--- src/sv/sha1_pkg.sv ---
`timescale 1ns / 1ps

package sha1_pkg;

  typedef struct packed {
    logic [31:0] a;
    logic [31:0] b;
    logic [31:0] c;
    logic [31:0] d;
    logic [31:0] e;
  } sha1_abcde_t;

  localparam logic [31:0] H0 = 32'h6745_2301;
  localparam logic [31:0] H1 = 32'hEFCD_AB89;
  localparam logic [31:0] H2 = 32'h98BA_DCFE;
  localparam logic [31:0] H3 = 32'h1032_5476;
  localparam logic [31:0] H4 = 32'hC3D2_E1F0;

  localparam logic [31:0] K0 = 32'h5A82_7999;
  localparam logic [31:0] K1 = 32'h6ED9_EBA1;
  localparam logic [31:0] K2 = 32'h8F1B_BCDC;
  localparam logic [31:0] K3 = 32'hCA62_C1D6;

  localparam int ROUNDS = 80;
  localparam int RND_W = 7;

  localparam logic [31:0] PAD_MARKER = 32'h8000_0000;
  localparam logic [3:0] LEN_POS = 4'd14;

endpackage

--- src/sv/sha1_round.sv ---
`timescale 1ns / 1ps

module sha1_round (
  input  sha1_pkg::sha1_abcde_t     rnd,
  input  logic [31:0]               w0,
  input  logic [31:0]               w2,
  input  logic [31:0]               w8,
  input  logic [31:0]               w13,
  input  logic [sha1_pkg::RND_W-1:0] idx,
  output sha1_pkg::sha1_abcde_t     rnd_nxt,
  output logic [31:0]               w_new
);

  logic [31:0] f;
  logic [31:0] k;
  logic [31:0] x;

  always_comb begin
    if (idx < sha1_pkg::RND_W'(20)) begin
      f = (rnd.b & rnd.c) | (~rnd.b & rnd.d);
      k = sha1_pkg::K0;
    end else if (idx < sha1_pkg::RND_W'(40)) begin
      f = rnd.b ^ rnd.c ^ rnd.d;
      k = sha1_pkg::K1;
    end else if (idx < sha1_pkg::RND_W'(60)) begin
      f = (rnd.b & rnd.c) | (rnd.b & rnd.d) | (rnd.c & rnd.d);
      k = sha1_pkg::K2;
    end else begin
      f = rnd.b ^ rnd.c ^ rnd.d;
      k = sha1_pkg::K3;
    end
  end

  always_comb begin
    rnd_nxt.a = {rnd.a[26:0], rnd.a[31:27]} + f + rnd.e + w0 + k;
    rnd_nxt.b = rnd.a;
    rnd_nxt.c = {rnd.b[1:0], rnd.b[31:2]};
    rnd_nxt.d = rnd.c;
    rnd_nxt.e = rnd.d;
  end

  assign x = w13 ^ w8 ^ w2 ^ w0;
  assign w_new = {x[30:0], x[31]};

endmodule

--- src/sv/sha1_hash_core.sv ---
`timescale 1ns / 1ps
// A word that completes a block starts the 80 rounds, followed by the chain add.
// Input takes one word per cycle while filling; a full block waits on the single shared
// round unit. The final word adds padding pushes, one or two blocks of rounds, then
// five digest items, one per cycle while out_tready is high.
// Reset (rst_n low, synchronous): chaining value to the initial words, length and
// position cleared, core idle and ready; the same happens after the fifth digest item.

module sha1_hash_core (
  input  logic        clk,
  input  logic        rst_n,
  input  logic        in_tvalid,
  output logic        in_tready,
  input  logic [31:0] in_tdata,   // [31:0] message_word
  input  logic [2:0]  in_tuser,   // [2:0] byte_count
  input  logic        in_tlast,
  output logic        out_tvalid,
  input  logic        out_tready,
  output logic [31:0] out_tdata,  // [31:0] digest_word
  output logic        out_tlast
);

  localparam logic [2:0] S_IDLE  = 3'd0;
  localparam logic [2:0] S_PAD   = 3'd1;
  localparam logic [2:0] S_ROUND = 3'd2;
  localparam logic [2:0] S_FINAL = 3'd3;
  localparam logic [2:0] S_OUT   = 3'd4;

  logic [2:0]  state_r, state_nxt;
  logic [31:0] chain_r [5];
  logic [31:0] chain_nxt [5];
  logic [31:0] w_r [16];
  logic [31:0] w_nxt [16];
  sha1_pkg::sha1_abcde_t rnd_r, rnd_nxt, rnd_calc;
  logic [63:0] bitlen_r, bitlen_nxt;
  logic [3:0]  pos_r, pos_nxt;
  logic [sha1_pkg::RND_W-1:0] cnt_r, cnt_nxt;
  logic [2:0]  oidx_r, oidx_nxt;
  logic        pad_r, pad_nxt;
  logic        marker_r, marker_nxt;
  logic        hi_done_r, hi_done_nxt;
  logic        done_r, done_nxt;

  logic        push_en;
  logic [31:0] push_data;
  logic [31:0] w_new;
  logic [2:0]  bcnt;
  logic [31:0] last_word;

  sha1_round u_round (
    .rnd     (rnd_r),
    .w0      (w_r[0]),
    .w2      (w_r[2]),
    .w8      (w_r[8]),
    .w13     (w_r[13]),
    .idx     (cnt_r),
    .rnd_nxt (rnd_calc),
    .w_new   (w_new)
  );

  assign in_tready  = (state_r == S_IDLE);
  assign out_tvalid = (state_r == S_OUT);
  assign out_tdata  = chain_r[oidx_r];
  assign out_tlast  = (state_r == S_OUT) && (oidx_r == 3'd4);

  always_comb begin
    bcnt = (in_tuser inside {[3'd5:3'd7]}) ? 3'd4 : in_tuser;
    case (bcnt)
      3'd0:    last_word = 32'h8000_0000;
      3'd1:    last_word = {in_tdata[31:24], 24'h80_0000};
      3'd2:    last_word = {in_tdata[31:16], 16'h8000};
      3'd3:    last_word = {in_tdata[31:8], 8'h80};
      default: last_word = in_tdata;
    endcase
  end

  always_comb begin
    state_nxt   = state_r;
    chain_nxt   = chain_r;
    w_nxt       = w_r;
    rnd_nxt     = rnd_r;
    bitlen_nxt  = bitlen_r;
    pos_nxt     = pos_r;
    cnt_nxt     = cnt_r;
    oidx_nxt    = oidx_r;
    pad_nxt     = pad_r;
    marker_nxt  = marker_r;
    hi_done_nxt = hi_done_r;
    done_nxt    = done_r;
    push_en     = 1'b0;
    push_data   = '0;

    case (state_r)
      S_IDLE: begin
        if (in_tvalid) begin
          push_en = 1'b1;
          if (!in_tlast) begin
            push_data  = in_tdata;
            bitlen_nxt = bitlen_r + 64'd32;
          end else begin
            push_data  = last_word;
            bitlen_nxt = bitlen_r + {58'd0, bcnt, 3'd0};
            pad_nxt    = 1'b1;
            marker_nxt = (bcnt == 3'd4);
            state_nxt  = S_PAD;
          end
        end
      end
      S_PAD: begin
        push_en = 1'b1;
        if (marker_r) begin
          push_data  = sha1_pkg::PAD_MARKER;
          marker_nxt = 1'b0;
        end else if (hi_done_r) begin
          push_data = bitlen_r[31:0];
          done_nxt  = 1'b1;
        end else if (pos_r == sha1_pkg::LEN_POS) begin
          push_data   = bitlen_r[63:32];
          hi_done_nxt = 1'b1;
        end
      end
      S_ROUND: begin
        rnd_nxt = rnd_calc;
        for (int i = 0; i < 15; i++) w_nxt[i] = w_r[i+1];
        w_nxt[15] = w_new;
        cnt_nxt = cnt_r + sha1_pkg::RND_W'(1);
        if (cnt_r == sha1_pkg::RND_W'(sha1_pkg::ROUNDS - 1)) state_nxt = S_FINAL;
      end
      S_FINAL: begin
        chain_nxt[0] = chain_r[0] + rnd_r.a;
        chain_nxt[1] = chain_r[1] + rnd_r.b;
        chain_nxt[2] = chain_r[2] + rnd_r.c;
        chain_nxt[3] = chain_r[3] + rnd_r.d;
        chain_nxt[4] = chain_r[4] + rnd_r.e;
        if (!pad_r) state_nxt = S_IDLE;
        else if (done_r) state_nxt = S_OUT;
        else state_nxt = S_PAD;
      end
      S_OUT: begin
        if (out_tready) begin
          oidx_nxt = oidx_r + 3'd1;
          if (oidx_r == 3'd4) begin
            state_nxt    = S_IDLE;
            chain_nxt[0] = sha1_pkg::H0;
            chain_nxt[1] = sha1_pkg::H1;
            chain_nxt[2] = sha1_pkg::H2;
            chain_nxt[3] = sha1_pkg::H3;
            chain_nxt[4] = sha1_pkg::H4;
            bitlen_nxt   = '0;
            pos_nxt      = '0;
            oidx_nxt     = '0;
            pad_nxt      = 1'b0;
            marker_nxt   = 1'b0;
            hi_done_nxt  = 1'b0;
            done_nxt     = 1'b0;
          end
        end
      end
      default: state_nxt = S_IDLE;
    endcase

    if (push_en) begin
      for (int i = 0; i < 15; i++) w_nxt[i] = w_r[i+1];
      w_nxt[15] = push_data;
      pos_nxt = pos_r + 4'd1;
      if (pos_r == 4'd15) begin
        state_nxt = S_ROUND;
        cnt_nxt   = '0;
        rnd_nxt   = '{a: chain_r[0], b: chain_r[1], c: chain_r[2],
                      d: chain_r[3], e: chain_r[4]};
      end
    end
  end

  always_ff @(posedge clk) begin
    if (!rst_n) begin
      state_r    <= S_IDLE;
      chain_r[0] <= sha1_pkg::H0;
      chain_r[1] <= sha1_pkg::H1;
      chain_r[2] <= sha1_pkg::H2;
      chain_r[3] <= sha1_pkg::H3;
      chain_r[4] <= sha1_pkg::H4;
      bitlen_r   <= '0;
      pos_r      <= '0;
      cnt_r      <= '0;
      oidx_r     <= '0;
      pad_r      <= 1'b0;
      marker_r   <= 1'b0;
      hi_done_r  <= 1'b0;
      done_r     <= 1'b0;
    end else begin
      state_r   <= state_nxt;
      chain_r   <= chain_nxt;
      bitlen_r  <= bitlen_nxt;
      pos_r     <= pos_nxt;
      cnt_r     <= cnt_nxt;
      oidx_r    <= oidx_nxt;
      pad_r     <= pad_nxt;
      marker_r  <= marker_nxt;
      hi_done_r <= hi_done_nxt;
      done_r    <= done_nxt;
    end
  end

  always_ff @(posedge clk) begin
    w_r   <= w_nxt;
    rnd_r <= rnd_nxt;
  end

  a_no_overlap: assert property (@(posedge clk) disable iff (!rst_n)
    !(out_tvalid && in_tready))
    else $error("input ready while digest pending");

  a_ready_after_digest: assert property (@(posedge clk) disable iff (!rst_n)
    (out_tvalid && out_tready && out_tlast) |=> (in_tready && pos_r == 4'd0))
    else $error("core not cleared after last digest item");

  a_round_bound: assert property (@(posedge clk) disable iff (!rst_n)
    (state_r == S_ROUND) |-> (cnt_r < sha1_pkg::RND_W'(sha1_pkg::ROUNDS)))
    else $error("round counter overrun");

  a_out_after_len: assert property (@(posedge clk) disable iff (!rst_n)
    out_tvalid |-> (done_r && pos_r == 4'd0))
    else $error("digest before length pushed");

endmodule
--- config.mk ---
export PLATFORM = sky130hd
export DESIGN_NAME = sha1_hash_core
export DESIGN_NICKNAME = d
export VERILOG_FILES = /design/src/sv/sha1_pkg.sv /design/src/sv/sha1_round.sv /design/src/sv/sha1_hash_core.sv
export SDC_FILE = /design/constraint.sdc
export NUM_CORES = 2
export LEC_CHECK = 0
export ABC_AREA = 1
export BUFFER_PORTS_ARGS = -buffer_cell sky130_fd_sc_hd__buf_2
export CAP_MARGIN = 5
export CELL_PAD_IN_SITES_DETAIL_PLACEMENT = 0
export CELL_PAD_IN_SITES_GLOBAL_PLACEMENT = 2
export CORE_MARGIN = 1
export CORE_UTILIZATION = 42
export CTS_BUF_LIST = sky130_fd_sc_hd__clkbuf_16
export DETAILED_ROUTE_END_ITERATION = 16
export PLACE_DENSITY = 0.86
export SYNTH_ARGS = -nofsm -noshare
export SYNTH_HDL_FRONTEND = slang
export SYNTH_HIERARCHICAL = 1
export SYNTH_SLANG_ARGS = --single-unit
--- constraint.sdc ---
create_clock -name clk -period 25.1 [get_ports clk]
set_input_delay 3.765 -clock clk [delete_from_list [all_inputs] [get_ports clk]]
set_output_delay 3.765 -clock clk [all_outputs]
set_load 0.05 [all_outputs]
# Word-level counts from Yosys, hierarchy flattened
# Cells that the tools add are included.
dict set report totals {
  regBits 917
  input_bits 40
  out_inout_bits 35
}
dict set report classes {
  addsub 14
  magnitude_cmp 6
  n_eq_ne 18
  muxes 65
  bitwise 14
  reduce_logical 20
}
# cell n
set op_table {}
lappend op_table {{two-way mux 512 bit} 2}
lappend op_table {{two-way mux 160 bit} 5}
lappend op_table {{two-way mux 32 bit} 12}
lappend op_table {{one-hot mux 160 bit (2 select lines)} 1}
lappend op_table {{adder 32 bit} 9}
lappend op_table {{two-way mux 64 bit} 4}
lappend op_table {{bitwise XOR 32 bit} 5}
lappend op_table {{bitwise AND 32 bit} 4}
lappend op_table {{one-hot mux 32 bit (4 select lines)} 1}
lappend op_table {{one-hot mux 64 bit (2 select lines)} 1}
lappend op_table {{binary-select mux 32 bit (select 3 bit)} 1}
lappend op_table {{OR 32 bit} 3}
lappend op_table {{adder 64 x 6 -> 64 bit} 1}
lappend op_table {{adder 64 x 6 -> 64 bit (second input constant)} 1}
lappend op_table {{one-hot mux 32 bit (2 select lines)} 1}
lappend op_table {{two-way mux 3 bit} 11}
lappend op_table {{NOT 32 bit} 1}
lappend op_table {{two-way mux 31 bit} 1}
lappend op_table {{two-way mux 7 bit} 3}
lappend op_table {{two-way mux 4 bit} 4}
lappend op_table {{one-hot mux 3 bit (5 select lines)} 1}
lappend op_table {{AND reduction 5 bit} 3}
lappend op_table {{less-than comparator 7 x 6 -> 1 bit (second input constant)} 2}
lappend op_table {{nonzero test 2 bit} 7}
lappend op_table {{24 further kinds} 53}

# Depth between registers and ports, before layout
dict set report depth {
  word_depth 13
  ltp_mapped 28
  depth_no_buf 27
}

# Cells and area by module
# Netlist, hierarchy kept.
# module n_inst cells_each area_each_um2
set by_module_without_submodules {}
lappend by_module_without_submodules {sha1_hash_core 1 5849 46224.3}
lappend by_module_without_submodules {sha1_round 1 1168 8147.8}

# Least setup slack after synthesis
# No wires, ideal clock.
dict set report synth_timing {
  path_kind {in2reg}
  start {in in_tvalid}
  end {reg w_r[0] (netlist name) (enable)}
  setup_ps 3633
  arrival_time_ps 12662
  setup_slack_ps 8805
  cell_stages 5
  path_buffers 1
  cell_sequence {nand2_2 inv_2 nor2_8 buf_1 nand2_1}
}
dict set report synth_via {
  elab_chain_cells 3
}
# item line
set synth_rtl {}
lappend synth_rtl {{start: declaration} sha1_hash_core.sv:12} ;# input logic in_tvalid,
lappend synth_rtl {{two-way mux 1 bit} sha1_hash_core.sv:95} ;# if (in_tvalid) begin
lappend synth_rtl {{one-hot mux 1 bit (2 select lines)} sha1_hash_core.sv:93} ;# case (state_r)
lappend synth_rtl {{nonzero test 2 bit (no line)} n/a}
lappend synth_rtl {{end signal: assignment} sha1_hash_core.sv:206} ;# w_r <= w_nxt;
lappend synth_rtl {{end: declaration} sha1_hash_core.sv:32} ;# logic [31:0] w_r [16];
# No other way between the ends.
# A chain may end at the register's enable or synchronous reset.

# Worst setup path after layout
dict set report layout_timing {
  start {reg oidx_r[2]}
  end {out out_tdata[11]}
}
dict set report layout_via {
  elab_chain_cells 4
}
# item line
set layout_rtl {}
lappend layout_rtl {{start: declaration} sha1_hash_core.sv:38} ;# logic [2:0] oidx_r, oidx_nxt;
lappend layout_rtl {{start signal: assignment} sha1_hash_core.sv:197} ;# oidx_r <= oidx_nxt;
lappend layout_rtl {{NOT 3 -> 4 bit (implied by the code)} sha1_hash_core.sv:63} ;# assign out_tdata = chain_r[oidx_r];
lappend layout_rtl {{binary-select mux 32 bit (select 3 bit)} sha1_hash_core.sv:63}
lappend layout_rtl {{two-way mux 32 bit (implied by the code) (2 in series)} sha1_hash_core.sv:63}
lappend layout_rtl {{end: declaration} sha1_hash_core.sv:19} ;# output logic [31:0] out_tdata,
# No other way between the ends. The select of a mux whose other input is x is not followed.

==> impl_results.md <==
- Area share of the largest cell type after synthesis: 28.3%
- Antenna viol nets, final: 0
- Critical path origin: oidx_r[2]
- Synth Instances: 7017
- Post-DP HPWL: 157000 microns
- RSZ-0062 raised after global routing: no
- Dominant cell type by area after synthesis: edfxtp_1
- Cts bufs inserted: 101
- Worst hold start: w_r[467]
- CTS tree: yes
- Syn_nets: 7385
- Syn Std Cell Area: 54400 sq um
- Total global routing overflow: 0
- Distinct cells, synth: 56
- Worst skew pair latency: 0.74 ns
- Final Max Slew Viols: 0
- FILL cells: 12800
- Post-Syn Area per Cell: 7.75 sq um
- Minimum clock period: 7.51 ns
- Max Clock Freq: 133 MHz
- Port Buffers: 74
- Sequential area share after synthesis: 43.1%
- Area grow syn2layout: 8.28%
- Commonest non-fill, non-tap cells in the layout: nand2_1, inv_1, nor2_1
- R2r startpoint: cnt_r[5]
- EDFF count, synth: 512
- PD cells: 111 nW/um^2
- Antenna violations before repair: 3
- Tcrit/Tclk final: 29.9%
- Critical path data required time: 21.33 ns
- Core Footprint: 128000 sq um
- Final Hold Fails: 0
- Top Ports: 75
- Yosys reg bits: 914
- Vias in the first global route: 44300
- Initial Util: 42.5%
- Most common cell after layout, fill and taps aside: nand2_1
- Maxcap violations: 0
- Vias/cell: 5.27
- Height of the chip: 362 microns
- Crit-path max FO: 32
- Sequential Area: 23400 sq um
- Hold Slack: 0.412 ns
- Post-synth ARST share: 0%
- Slowest cell on crit path: o21ai_0
- Synth area leaders: edfxtp_1, nand2_1, dfxtp_1
- Setup Fix Bufs, Post-CTS: 0
- Worst-Margin Slew: 1.23 ns
- Clock transition at path regs: 0.07 ns
- FP Rows: 131
- Final nets: 7277
- Die area: 131000 sq um
- # clock sinks: 914
- Critical path class: flop to primary output
- Setup violators final: 0
- Root Buffer: clkbuf_16
- CP Launch Type: flop
- GR Util All Layers: 30.9%
- Hold Path Class: flop to flop
- First-pass GRT wire length: 295000 microns
- Slew margin rel.: 17.6%
- CP peak stage delay: 1.09 ns
- Yosys warnings: 6
- Worst IR Drop VDD: 0.0733 mV
- Clk buf depth: 3
- Post-Route WL: 204000 microns
- DRT iter0 DRCs: 4090
- Total number of vias: 46000
- Drt pass-1 iters: 9
- Crit end category: primary output
- CP Data Arrival Time: 3.74 ns
- Pleak: 26.8 nW
- Average wire per standard cell: 23.3 microns
- Largest net degree at the start of global routing: 220
- Cells resized by post-CTS repair: 0
- Area of the multi-input gates: 25300 sq um
- Hold_buf cts: 0
- Layout cell share with drive strength beyond 1: 4.63%
- Die X: 362 microns
- Main flop type after synthesis: edfxtp_1
- Clock skew: 0.0453 ns
- Critical Path, Cell by Cell: buf_4 -> nand3_2 -> o21ai_0 -> buf_2
- Setup TNS Final: 0 ns
- H-tree depth: 3
- Status: finished clean
- Residual DRC: 0
- Routability cong.: 0.989
==> registers in the layout, summed over array words and instances (netlist names) <==
signal     count
state_r        3
marker_r       1
pad_r          1
hi_done_r      1
oidx_r         3
bitlen_r      61
pos_r          4
rnd_r        160
done_r         1
cnt_r          7
w_r          512
chain_r      160
==> stage by stage <==
step	std cells	worst slack [ns]	area [sq um]	utilization (%)	total power, mW
after global placement	8535	17.23	55400	43.3	4.97
after floorplan	7017	8.81	54400	-	4.09
after detailed placement	8535	17.08	55400	43.3	4.99
after global routing	8727	17.57	58900	46.0	7.02
final	8731	17.59	58900	46.0	6.53
after CTS	8727	17.78	58900	46.0	6.56
==> cell families after synthesis <==
kind of cell	after synthesis	share of synthesized area, %
AO/OA/AOI/OAI	929	9.67
XOR/XNOR	152	2.45
adder cells (fa/ha/maj)	328	9.29
buffers and inverters	1358	10.5
flip-flops	914	43.1
multiplexers	1	0.0184
AND/OR/NAND/NOR	3335	25.0
==> synth_stat cells, types with 6 or more instances <==
| library cell | n |
|---|---|
| buf_1 | 17 |
| o211ai_1 | 34 |
| buf_2 | 46 |
| a211oi_1 | 8 |
| nand2_2 | 7 |
| xnor2_1 | 72 |
| nand4_1 | 68 |
| o21bai_1 | 25 |
| edfxtp_1 | 512 |
| or2_2 | 7 |
| fa_1 | 126 |
| and3_1 | 8 |
| nor2_1 | 577 |
| inv_1 | 1026 |
| nor2_2 | 12 |
| xor2_1 | 80 |
| nand3b_1 | 11 |
| ha_1 | 202 |
| and2_1 | 9 |
| inv_2 | 9 |
| o21a_1 | 6 |
| buf_4 | 145 |
| clkbuf_1 | 109 |
| a21oi_1 | 413 |
| nand2_1 | 2148 |
| o21ai_0 | 204 |
| dfxtp_1 | 402 |
| a21o_1 | 7 |
| nand3_1 | 396 |
| a31oi_1 | 163 |
| o22ai_1 | 30 |
| nor3_1 | 66 |
| a221o_1 | 23 |
==> power breakdown <==
part	internal (mW)	switching [mW]	total, mW
logic	0.976	2.01	2.99
registers	1.80	0.200	2.00
clock network	0.882	0.664	1.55
==> path summary, 6_finish.rpt <==
kind	endpoint	slack (ns)	cells after the start
setup / recovery	out_tdata[11]	17.59	4
hold / removal	w_r[499]	0.41	0
setup reg to reg	rnd_r[158]	18.82	20
hold reg to reg	w_r[499]	0.41	0
==> cell type report <==
class / count / area share (%)
Sequential cell: 914 / 39.8
Clock inverter: 91 / 1.52
Multi-Input combinational cell: 4745 / 42.9
Tap cell: 1729 / 3.67
Timing Repair Buffer: 109 / 1.14
Antenna cell: 4 / 0.0170
Inverter: 1038 / 6.64
Clock buffer: 101 / 4.29
==> per-layer routing <==
metal | vias to the layer above | wire length, microns | track usage (%)
li1 | 22400 | - | -
met1 | 22000 | 87100 | 40.2
met2 | 1318 | 96700 | 52.4
met3 | 309 | 11000 | 3.27
met4 | 2 | 8630 | 12.5
met5 | - | 20 | 0
==> critical path, delay by kind of cell, from the launching register on <==
| kind | cells | cell delay, ns |
|---|---|---|
| buf+inv | 2 | 0.76 |
| compound gates | 1 | 1.09 |
| simple gates | 1 | 0.78 |
| flops | 1 | 0.31 |
Power figures use the tool's default switching activity.
